### config.mk
export PLATFORM = sky130hd
export DESIGN_NAME = rct_find
export DESIGN_NICKNAME = d
export VERILOG_FILES = /design/src/received_chunk_tracker_defines.svh /design/src/rct_pkg.sv /design/src/rct_find.sv
export SDC_FILE = /design/constraint.sdc
export NUM_CORES = 1
export LEC_CHECK = 0
export ABC_CLOCK_PERIOD_IN_PS = 4100
export BUFFER_PORTS_ARGS = -buffer_cell sky130_fd_sc_hd__buf_4
export CORE_AREA = 2 2 60 62
export DETAILED_ROUTE_END_ITERATION = 7
export DIE_AREA = 0 0 62 64
export PLACE_DENSITY = 0.79
export RECOVER_POWER = 50
export SLEW_MARGIN = 10
export SYNTH_ARGS = -nofsm -noshare
export SYNTH_HDL_FRONTEND = slang
export SYNTH_SLANG_ARGS = --single-unit
### constraint.sdc
create_clock -name vclk -period 4.1
set_input_delay 0.615 -clock vclk [all_inputs]
set_output_delay 0.615 -clock vclk [all_outputs]
set_load 0.01 [all_outputs]
### src/received_chunk_tracker_defines.svh
// ----------------------------------------------------------------------------
// received chunk tracker assertion macros
// shared property wrappers, clocked on clock and disabled during reset
// ----------------------------------------------------------------------------
`ifndef RECEIVED_CHUNK_TRACKER_DEFINES_SVH
`define RECEIVED_CHUNK_TRACKER_DEFINES_SVH

// consequent must hold in the same cycle as the antecedent
`define RCT_ASSERT_NOW(name, ante, cons, msg) \
   name: assert property (@(posedge clock) disable iff (reset) (ante) |-> (cons)) \
      else $error(msg);

// consequent must hold in the cycle after the antecedent
`define RCT_ASSERT_NEXT(name, ante, cons, msg) \
   name: assert property (@(posedge clock) disable iff (reset) (ante) |=> (cons)) \
      else $error(msg);

`endif

### src/rct_pkg.sv
// ----------------------------------------------------------------------------
// rct_pkg
// shared constants, codes and types of the received chunk tracker
// ----------------------------------------------------------------------------
package rct_pkg;

   // map size default
   localparam int MAP_ENTRIES_DEF = 16384;

   // chunk payload sizes
   localparam int PAY_NEW   = 1440;
   localparam int PAY_OLD   = 1024;
   localparam int PAY_W     = 11;
   localparam int OLD_SHIFT = 10;

   // transfer limits
   localparam int SIZE_CAP = 16777216;
   localparam int TOTAL_W  = 25;

   // map memory row layout
   localparam int ROW_BITS  = 32;
   localparam int ROW_SHIFT = 5;

   // operation codes
   localparam logic [1:0] OP_START = 2'd0;
   localparam logic [1:0] OP_CHUNK = 2'd1;
   localparam logic [1:0] OP_DONE  = 2'd2;
   localparam logic [1:0] OP_NONE  = 2'd3;

   // status codes
   localparam logic [1:0] ST_OK      = 2'd0;
   localparam logic [1:0] ST_TOO_BIG = 2'd1;
   localparam logic [1:0] ST_RANGE   = 2'd2;

   // first stop position within one map row
   typedef struct packed {
      logic                 found;
      logic [ROW_SHIFT-1:0] pos;
   } find_type;

endpackage

### src/rct_find.sv
// ----------------------------------------------------------------------------
// rct_find
// first missing or out-of-range entry within one 32-entry map row
// ----------------------------------------------------------------------------
module rct_find #(
   parameter int ROW_W = 9,
   parameter int CNT_W = 15
) (
   input  logic [rct_pkg::ROW_BITS-1:0] row_data,
   input  logic [ROW_W-1:0]             row,
   input  logic [CNT_W-1:0]             lim,
   output rct_pkg::find_type            hit
);
   import rct_pkg::*;

   logic [CNT_W-1:0]    row_base;
   logic [CNT_W-1:0]    rem;
   logic [ROW_BITS-1:0] in_range;
   logic [ROW_BITS-1:0] stop;

   assign row_base = CNT_W'({row, {ROW_SHIFT{1'b0}}});
   // row_base never passes lim while scanning
   assign rem      = lim - row_base;

   always_comb begin
      for (int p = 0; p < ROW_BITS; p++) begin
         in_range[p] = (rem > CNT_W'(p));
      end
   end

   // stop at an entry not yet seen or at the end of the expected range
   assign stop = ~row_data | ~in_range;

   always_comb begin
      hit.found = |stop;
      hit.pos   = '0;
      for (int p = ROW_BITS - 1; p >= 0; p--) begin
         if (stop[p]) begin
            hit.pos = ROW_SHIFT'(p);
         end
      end
   end

endmodule

# After elaboration in Yosys (flattened, before gate mapping)
# Index checks and enable logic that the tools add are counted.
# W data, S select, Z words.
[totals]
register_bits = 0
output_inout_bits = 6
[op_classes]
add_sub_neg = 1
n_lt_le_gt_ge = 32
muxes = 32
bitwise_logic = 3
reduce_logical = 1
[op_table]
columns = ["operator", "count"]
rows = [
  ["$gt A15 B5 Y1 const B", 16],
  ["$mux W5", 32],
  ["$gt A15 B4 Y1 const B", 8],
  ["$not A32 Y32", 2],
  ["$gt A15 B3 Y1 const B", 4],
  ["$or A32 B32 Y32", 1],
  ["$reduce_or A32 Y1", 1],
  ["$gt A15 B1 Y1 const B", 2],
  ["$gt A15 B2 Y1 const B", 2],
  ["$sub A15 B14 Y15", 1],
]

# Depth between registers and ports, before layout
# Gate-level depths: netlist of the first run.
[logic_depth]
word_depth = 36
mapped_depth = 17
depth_no_buf = 15

# Worst setup path before layout of the first run
# Ideal clock, no wire load.
[synth_path]
kind = "input to output"
from = "in lim[5]"
to = "out hit[0] (netlist bit)"
t_arrival_ns = 3.841
t_required_ns = 3.485
path_slack_ns = -0.356
stages = 16
n_path_buf = 1
path_cell_list = "inv_1 ha_1 inv_1 fa_1 a21o_1 a221o_1 a21oi_1 a31oi_1 and4b_1 clkbuf_1 or3_4 or4_1 a31oi_1 o211ai_1 a211oi_1 o21a_1"
[synth_lines]
columns = ["element", "line", "rtl"]
rows = [
  ["start: declaration", "rct_find.sv:11", "input logic [CNT_W-1:0] lim,"],
  ["end: declaration", "rct_find.sv:12", "output rct_pkg::find_type hit"],
]

==> metrics.md, run 1 <==
| Metric | Value |
|---|---|
| Status | `finished, violations left` |
| Failing checks | `setup timing` |
| Diode count | `0` |
| Synth Cell Area | `1480 um2` |
| Type of the worst min-delay path | `input port to output port` |
| Power Internal | `0.152 mW` |
| Simple-gate share of the synthesized area | `39.0%` |
| RSZ-0062 raised after global routing | `true` |
| Die W | `62 um` |
| Max-slew violations | `0` |
| DPL Wire Length | `4190 um` |
| Tightest Pin Transition | `0.506 ns` |
| Vias in the first global route | `2109` |
| Placement Cell Area | `2280 um2` |
| Largest family of logic cells by synthesized area | `compound AO/OA/AOI/OAI gates` |
| Cell variety after synth | `55` |
| Drt via density | `6.16` |
| Global-route wire length before repair | `8890 um` |
| Final wirelength | `6210 um` |
| CP max-delay cell | `or4_1` |
| Io pins | `62` |
| CP Launch Type | `input port` |
| Post-route ant nets | `0` |
| CTS Hold Bufs | `0` |
| Setup TNS | `-2.66 ns` |
| Max-Cap Viols | `0` |
| Via count | `2361` |
| Final Hold Fails | `0` |
| Pre-CTS setup slack | `-0.550 ns` |
| Final setup viols | `6` |
| GRT Resource Usage Total | `27.9%` |
| Die Height | `64 um` |
| Drt first pass iters | `7` |
| Cells after DPL | `368` |
| Non-Filler Instances | `383` |
| Mapped Cells | `236` |
| Synth top area share | `7.59%` |
| Design area | `2650 um2` |
| Final Core Density | `80.6%` |
| CP arrival | `4.01 ns` |
| Crit-path max FO | `3` |
| Sequential power share | `0%` |
| Area of the core | `3280 um2` |
| Crit end category | `output port` |
| Max incr delay on CP | `0.55 ns` |
| Worst vdd ir | `65.0 uV` |
| Fillers | `231` |
| Crit path from | `lim[5]` |
| Net Sw Power | `0.139 mW` |
| Drt drc | `0` |
| Mapped Avg Cell Area | `6.28 um2` |
| Synth top area cells | `ha_1, o21ai_0, nand3_1, nand2_1, a21oi_1` |
| Seq_cells | `0` |
| Final nets | `405` |
| Initial drt markers | `211` |
| Max Clk Rate | `216 MHz` |
| Starting Density | `45.1%` |
| Hold path startpoint | `row_data[1]` |
| Synth Area in XOR/XNOR | `1.77%` |
| Logic pwr share | `100.0%` |
| Fin crit share | `113%` |
| IO buf count | `62` |
| Cells along the critical path | `buf_8 > inv_12 > ha_4 > inv_2 > fa_2 > a21o_1 > a221o_1 > a21oi_2 > a31oi_1 > and4b_2 > or3_4 > or4_1 > a31oi_1 > o211ai_1 > a211oi_2 > o21a_1 > buf_6` |
| Kind of critical path | `input port to output port` |
| Pwr/cell area | `110 nW/um2` |
| Initial antenna violation count | `0` |
| FP Rows | `21` |
| Worst hold path depth | `4` |
| Rel. slew slack | `65.7%` |
| Required time worst endpoint | `3.48 ns` |
| Share of cells above drive strength 1 | `47.2%` |
| Most common cell on crit path | `a31oi_1` |
| Area of the multi-input gates | `1610 um2` |
| Final WS setup | `-0.529 ns` |
| Post-synthesis sequential area ratio | `0%` |
| Die Area | `3970 um2` |
| Seq. cell area | `0 um2` |
| Synth area leader | `ha_1` |
| Tmin final | `4.63 ns` |
| Compound-Gate Fraction of Synth Area | `40.9%` |
| Adder-cell area share of the yosys netlist | `8.95%` |
| Sw Ratio | `47.8%` |
| Synth warnings | `0` |
| Power Total | `0.291 mW` |
| Mapped Nets | `302` |
| Hold Slack | `1.62 ns` |
| Gp weighted congestion | `1.00` |
| Layout Area Growth over Synthesis | `78.5%` |
| Clk pwr share | `0%` |
| WL/cell | `16.2 um` |
| Post-synthesis mux area share | `2.11%` |
| Global route overflow | `0` |
| # clk buffers | `0` |
| Largest net degree at the start of global routing | `16` |
| Pleak | `1.15 nW` |
## layer usage
layer  share of wire, %  wire length (um)  global-route usage, %
met1                 38              2350                   32.0
met2                 53              3300                   51.0
met3                4.8               299                   2.02
met4                4.2               263                   10.4
met5                  0                 0                      0
## synthesized netlist by cell type, types with 3 or more instances
library cell,number
nor3_1,6
ha_1,9
or4_1,6
clkbuf_1,7
or2_2,5
o21ai_0,20
a211oi_1,4
o21a_1,4
nor2b_1,5
and3_1,6
nand2b_1,5
nand2_1,21
nor2_1,17
o211ai_1,9
o31ai_1,3
a21o_1,3
nand3_1,17
a21oi_1,15
inv_1,19
nand4_1,8
a31oi_1,5
## power groups by stage
stage | clock network, mW | registers, mW | logic [mW]
3_3_place_gp | 0 | 0 | 0.228
6_report | 0 | 0 | 0.291
5_1_grt | 0 | 0 | 0.313
2_1_floorplan | 0 | 0 | 0.130
3_5_place_dp | 0 | 0 | 0.233
4_1_cts | 0 | 0 | 0.260
## repair_timing
action,in CTS,in global routing
hold endpoints to repair,0,0
pin swaps,21,24
endpoints found under the setup margin,6,6
buffers inserted,13,2
resized for setup,28,35
## final cells by class
type | count | share of cell area [%]
multi-input cells | 208 | 60.9
repair buffers | 110 | 33.8
inverters | 19 | 3.17
well taps | 46 | 2.17
## worst paths after layout
path / end / slack, ns
worst max-delay path: hit[0] / -0.53
worst min-delay path: hit[0] / 1.62
## cell families after synthesis
family | count (synthesis)
xor+xnor | 3
buf+inv | 28
compound gates | 85
simple gates | 107
mux | 3
fa+ha+maj | 10
## layout by cell type, fill, tap and decap left out, types with 5 or more instances in the layout
cell type  count
buf_4         93
nand2_1       20
inv_1         16
nor2_1        16
nand3_1       16
buf_6         16
o21ai_0       15
a21oi_1       10
o211ai_1       9
nand4_1        8
a21oi_2        6
o21ai_1        6
ha_1           6
nor2b_1        5
and3_1         5
a31oi_1        5
## worst max-delay path: cells and delay by family
family / cells / cell delay, ns
AOI/OAI and AO/OA: 8 / 1.45
adders and majority gates: 2 / 0.44
and+or+nand+nor: 3 / 1.21
buffers and inverters: 4 / 0.28
(Power assumes the default switching activity.)
==> run 2, diff against run 1 <==
--- a/config.mk
+++ b/config.mk
@@ -7,8 +7,8 @@
 export LEC_CHECK = 0
-export ABC_CLOCK_PERIOD_IN_PS = 4100
+export ABC_CLOCK_PERIOD_IN_PS = 5800
 export BUFFER_PORTS_ARGS = -buffer_cell sky130_fd_sc_hd__buf_4
-export CORE_AREA = 2 2 60 62
+export CORE_AREA = 2 2 55 57
 export DETAILED_ROUTE_END_ITERATION = 7
-export DIE_AREA = 0 0 62 64
-export PLACE_DENSITY = 0.79
+export DIE_AREA = 0 0 57 59
+export PLACE_DENSITY = 0.88
 export RECOVER_POWER = 50
==> constraint.sdc (replaced) <==
create_clock -name vclk -period 5.8
set_input_delay 1.74 -clock vclk [all_inputs]
set_output_delay 1.74 -clock vclk [all_outputs]
set_load 0.01 [all_outputs]
==> run 2 against run 1 <==
  * The flow now stops in 5_1_grt
  * Synthesized cell count did not move
  * Synthesized area did not move
==> metrics.md, run 2 <==
| Metric | Value |
|---|---|
| Status | `did not finish` |
| Stop stage | `5_1_grt` |
| Run Error | `[ERROR GRT-0232] Routing congestion too high. Check the congestion heatmap in the GUI.` |
| Cell variety after synth | `55` |
| Synth Cell Area | `1480 um2` |
| Post-synthesis sequential area ratio | `0%` |
| Io pins | `62` |
| Starting Density | `54.7%` |
| Placement Cell Area | `2370 um2` |
| Worst Endpoint after GRT Repair | `hit[0]` |
| Pre-CTS setup slack | `-1.09 ns` |
| Largest net degree at the start of global routing | `16` |
| Synth top area cells | `ha_1, o21ai_0, nand3_1, nand2_1, a21oi_1` |
| Synth area leader | `ha_1` |
| WEP type | `output port` |
| IO buf count | `62` |
| Synth warnings | `0` |
| Mapped Avg Cell Area | `6.28 um2` |
| Synth top cells by count | `nand2_1, o21ai_0, inv_1` |
| Mapped Nets | `302` |
| Die Height | `59 um` |
| GRT Resource Usage Total | `93.1%` |
| Gp weighted congestion | `0.970` |
| Mapped Cells | `236` |
| Synth top area share | `7.59%` |
| DPL Wire Length | `4830 um` |
| Cell with the most instances after synthesis | `nand2_1` |
| CTS Hold Bufs | `0` |
| Global route overflow | `315` |
| FP Rows | `19` |
| Die W | `57 um` |
-- run 2: cell counts after synthesis --
No cell type changed its count.
-- run 2: metrics by stage --
| stage | TNS, ns | utilization [%] | instances |
|---|---|---|---|
| floorplan | -2.96 | - | 236 |
| global placement | -5.40 | 87.4 | 364 |
| detailed placement | -5.84 | 87.4 | 364 |
| CTS | -4.93 | 93.2 | 372 |
-- run 2: cell families after synthesis --
family,after synthesis,share of synthesized area (%)
AND/OR/NAND/NOR,107,39.0
AO/OA/AOI/OAI,85,40.9
buffers and inverters,28,7.26
adder cells (fa/ha/maj),10,8.95
XOR/XNOR,3,1.77
multiplexers,3,2.11
-- run 2: layer usage --
metal,track usage [%],GRT overflow
met4,116,88
met1,82.2,4
met5,0,0
met2,135,221
met3,53.7,2
-- run 2: repair_timing --
item	CTS
gates resized for setup	27
setup endpoints to repair	6
pin swaps	24
gates cloned	1
setup buffers	7
==> run 3, diff against run 2 <==
Settings changed: CORE_AREA 2 2 55 57 to 2 2 64 66, DIE_AREA 0 0 57 59 to 0 0 66 68, PLACE_DENSITY 0.88 to default, PLACE_DENSITY_LB_ADDON from default to 0.15.
==> run 3 against run 2 <==
  * The flow now finishes, with violations (setup timing)
==> metrics.md, run 3 (synthesis results as in run 1) <==
| Metric | Value |
|---|---|
| Final nets | `414` |
| WL/cell | `15.1 um` |
| DPL Wire Length | `4510 um` |
| Post-route ant nets | `0` |
| Global-route wire length before repair | `9170 um` |
| Layout Area Growth over Synthesis | `84.5%` |
| Failing checks | `setup timing` |
| Clk pwr share | `0%` |
| Hold Slack | `3.88 ns` |
| Required time worst endpoint | `4.06 ns` |
| Die W | `66 um` |
| Power Internal | `0.103 mW` |
| CP Launch Type | `input port` |
| Diode count | `0` |
| Logic pwr share | `100.0%` |
| Type of the worst min-delay path | `input port to output port` |
| Crit-path max FO | `7` |
| Commonest non-fill, non-tap cell in the layout | `buf_4` |
| Most frequent cells in the layout | `buf_4, nand2_1, o21ai_0` |
| Die Height | `68 um` |
| Setup TNS | `-5.25 ns` |
| Share of cells above drive strength 1 | `51.2%` |
| Gp weighted congestion | `1.01` |
| FP Rows | `23` |
| Final setup viols | `6` |
| GRT Resource Usage Total | `25.4%` |
| Worst vdd ir | `49.3 uV` |
| Rel. slew slack | `66.2%` |
| Io pins | `62` |
| Seq. cell area | `0 um2` |
| Max Clk Rate | `148 MHz` |
| Final wirelength | `5960 um` |
| Net Sw Power | `0.0953 mW` |
| Placement Cell Area | `2420 um2` |
| Global route overflow | `0` |
| Sw Ratio | `48.1%` |
| Drt first pass iters | `4` |
| RSZ-0062 raised after global routing | `true` |
| Tmin final | `6.77 ns` |
| IO buf count | `62` |
| Max-slew violations | `0` |
| Design area | `2740 um2` |
| Area of the core | `3860 um2` |
| Pwr/cell area | `72.4 nW/um2` |
| Drt drc | `0` |
| Tightest Pin Transition | `0.498 ns` |
| Area of the multi-input gates | `1640 um2` |
| Die Area | `4490 um2` |
| Largest net degree at the start of global routing | `16` |
| Power Total | `0.198 mW` |
| Initial antenna violation count | `0` |
| Status | `finished, violations left` |
| Pleak | `1.16 nW` |
| Crit path from | `row[3]` |
| CP Capture Point | `hit[0]` |
| Drt via density | `5.76` |
| Max-Cap Viols | `0` |
| # clk buffers | `0` |
| Vias in the first global route | `2079` |
| Fillers | `341` |
| CP arrival | `5.03 ns` |
| Initial drt markers | `177` |
| Final Hold Fails | `0` |
| Crit end category | `output port` |
| CTS Hold Bufs | `0` |
| Kind of critical path | `input port to output port` |
| Via count | `2279` |
| Starting Density | `38.4%` |
| Seq_cells | `0` |
| Sequential power share | `0%` |
| Pre-CTS setup slack | `-1.07 ns` |
| Fin crit share | `117%` |
| Final WS setup | `-0.970 ns` |
-- run 3: area by class of cell --
cell class                      count  share of cell area [%]
Inverter                           19                    3.25
Multi-Input combinational cell    209                    60.1
Timing Repair Buffer              118                    34.4
Tap cell                           50                    2.29
-- run 3: critical path: stages --
cell,delay [ns]
buf_6,0.10
inv_4,0.05
ha_4,0.21
a21oi_4,0.12
nor2b_2,0.06
or4_4,0.49
a2111oi_4,0.41
o211ai_4,0.17
or4_1,0.56
o221a_2,0.35
o22ai_1,0.21
a2111oi_2,0.09
a211oi_2,0.23
o21a_1,0.16
buf_6,0.10
-- run 3: per-layer routing --
metal	vias up	GRT usage (%)	wire, um	part of all wire (%)
li1	1134	-	-	-
met1	1064	29.1	2410	40
met2	71	52.9	3220	54
met3	10	0.987	241	4.0
met4	0	3.06	92	1.5
met5	-	0	0	0
-- run 3: power by group through the flow --
stage          Sequential, mW  Combinational, mW  Clock, mW
5_1_grt                     0              0.215          0
3_3_place_gp                0              0.170          0
2_1_floorplan               0             0.0924          0
6_report                    0              0.198          0
4_1_cts                     0              0.190          0
3_5_place_dp                0              0.172          0
-- run 3: timing repair --
item	4_1_cts	5_1_grt
setup endpoints to repair	6	6
gates resized for setup	46	11
setup buffers	8	1
hold endpoints to repair	0	0
pin swaps	31	9
cloned	1	0
-- run 3: through the flow --
stage | cells | utilization [%]
after global routing | 396 | 70.9
after floorplan | 236 | -
final | 396 | 70.9
after global placement | 386 | 62.7
after CTS | 395 | 69.2
after detailed placement | 386 | 62.7
-- run 3: how the worst min path moves through the flow --
| stage | startpoint | end | slack [ns] | cells after the start |
|---|---|---|---|---|
| after floorplan | row_data[1] | hit[2] | 3.61 | 2 |
| after global routing | row_data[1] | hit[0] | 3.90 | 4 |
| final | row_data[1] | hit[0] | 3.88 | 4 |
| after detailed placement | row_data[1] | hit[0] | 3.87 | 4 |
| after global placement | row_data[1] | hit[0] | 3.87 | 4 |
| after CTS | row_data[1] | hit[0] | 3.86 | 4 |
==> run 4, diff against run 3 <==
Settings changed: BUFFER_PORTS_ARGS -buffer_cell sky130_fd_sc_hd__buf_4 to default, CELL_PAD_IN_SITES_DETAIL_PLACEMENT from default to 1, CELL_PAD_IN_SITES_GLOBAL_PLACEMENT from default to 2, CORE_AREA 2 2 64 66 to 2 2 67 69, DIE_AREA 0 0 66 68 to 0 0 69 71, DONT_BUFFER_PORTS from default to 1.
==> run 4 against run 3 <==
  * Largest cell class unchanged
  * Hold slack got worse by 0.21 ns
  * Non-clock buffer count is 58 lower
  * Sequential share of layout area unchanged
  * The flow still finishes with violations (setup timing)
  * Fmax increased by 0.99%
  * Power fell by 14%
  * Critical path depth decreased by 1
  * Wire length increased by 12%
  * Largest power group unchanged
  * Setup slack better by 0.066 ns
  * Core utilization decreased by 15 points
  * Cell area is 13% lower
  * Via count decreased by 5.7%
  * First-iteration DRC count fell by 49%
==> metrics.md, run 4 (synthesis results as in run 1) <==
| Metric | Value |
|---|---|
| Setup TNS | `-4.72 ns` |
| Global-route wire length before repair | `10500 um` |
| Max incr delay on CP | `0.53 ns` |
| Cells after DPL | `324` |
| Post-route ant nets | `0` |
| Crit end category | `output port` |
| Final wirelength | `6660 um` |
| Final nets | `355` |
| Worst vdd ir | `43.5 uV` |
| Area of the core | `4200 um2` |
| Final Hold Fails | `0` |
| Initial drt markers | `91` |
| Rel. slew slack | `57.0%` |
| Non-Filler Instances | `339` |
| Final setup viols | `6` |
| DPL Wire Length | `5160 um` |
| Required time worst endpoint | `4.06 ns` |
| IO buf count | `0` |
| Gp weighted congestion | `0.879` |
| Hold endpoint | `hit[0]` |
| Placement Cell Area | `1940 um2` |
| Seq. cell area | `0 um2` |
| CP max-delay cell | `or4_4` |
| Drt via density | `6.34` |
| Max Clk Rate | `149 MHz` |
| Tmin final | `6.70 ns` |
| Cells along the critical path | `inv_8 > ha_4 > nand3_4 > a21oi_4 > or4_4 > a2111oi_4 > o211ai_4 > or3_4 > o211ai_1 > a211oi_2 > buf_4 > a2111oi_4 > a211oi_2 > o21a_1` |
| Layout Area Growth over Synthesis | `59.9%` |
| Starting Density | `35.3%` |
| Largest net degree at the start of global routing | `16` |
| Drt drc | `0` |
| Worst hold path depth | `2` |
| Pwr/cell area | `72.2 nW/um2` |
| Kind of critical path | `input port to output port` |
| Global route overflow | `0` |
| FP Rows | `24` |
| Via count | `2150` |
| Commonest non-fill, non-tap cell in the layout | `buf_4` |
| Buf/Inv on CP | `2` |
| Pre-CTS setup slack | `-1.03 ns` |
| WL/cell | `19.6 um` |
| Status | `finished, violations left` |
| GRT Resource Usage Total | `25.3%` |
| Most frequent cells in the layout | `buf_4, nand2_1, o21ai_0` |
| Initial antenna violation count | `0` |
| Die Height | `71 um` |
| CP Launch Type | `input port` |
| Pleak | `0.892 nW` |
| Diode count | `0` |
| Design area | `2370 um2` |
| Die W | `69 um` |
| CP Depth | `14` |
| Type of the worst min-delay path | `input port to output port` |
| Final WS setup | `-0.904 ns` |
| Io pins | `62` |
| Failing checks | `setup timing` |
| RSZ-0062 raised after global routing | `true` |
| Fin crit share | `116%` |
| Drt first pass iters | `4` |
| CP arrival | `4.96 ns` |
| Share of cells above drive strength 1 | `43.2%` |
| Seq_cells | `0` |
| Vias in the first global route | `2324` |
| Crit-path max FO | `6` |
| Tightest Pin Transition | `0.640 ns` |
| # clk buffers | `0` |
| Max-slew violations | `0` |
| CTS Hold Bufs | `0` |
| Max-Cap Viols | `0` |
| Hold path startpoint | `row_data[1]` |
| Die Area | `4900 um2` |
| Cell family with most CP delay | `compound AO/OA/AOI/OAI gates` |
[run 4: worst max-delay path by stage]
stage / from / end / slack, ns
2_1_floorplan: lim[5] / hit[0] / -0.70
3_3_place_gp: row[1] / hit[0] / -0.98
3_5_place_dp: lim[5] / hit[0] / -1.03
4_1_cts: lim[5] / hit[0] / -0.82
5_1_grt: row[3] / hit[0] / -1.04
6_report: row[3] / hit[0] / -0.90
[run 4: power breakdown]
part	leakage, nW	internal [mW]	total [mW]	switching (mW)
Sequential	0	0	0	0
Clock	0	0	0	0
Combinational	0.892	0.0857	0.171	0.0856
Total	0.892	0.0857	0.171	0.0856
[run 4: what timing repair did]
item                       4_1_cts  5_1_grt
resized for setup               33       31
setup endpoints to repair        6        6
buffers inserted                 9        7
pin swaps                       31       29
[run 4: layer usage]
metal  share of wire (%)  up-vias  track usage (%)  wire, um
li1                    -     1011                -         -
met4                 4.4        0             11.3       295
met1                  37     1038             26.5      2470
met3                 3.7       24             2.85       249
met5                   0        -                0         0
met2                  55       77             50.3      3650
[run 4: layout make-up]
| cell class | instances | area [um2] |
|---|---|---|
| fillers | 525 | 1830 |
| inverters | 19 | 113 |
| multi-input cells | 208 | 1720 |
| repair buffers | 60 | 469 |
| well taps | 52 | 65.1 |
[run 4: through the flow]
stage | power [mW] | utilization, % | hold slack (ns)
after global routing | 0.186 | 56.4 | 3.67
after global placement | 0.126 | 46.1 | 3.66
final | 0.171 | 56.4 | 3.67
after detailed placement | 0.133 | 46.1 | 3.67
after CTS | 0.151 | 51.4 | 3.67
after floorplan | 0.0924 | - | 3.61
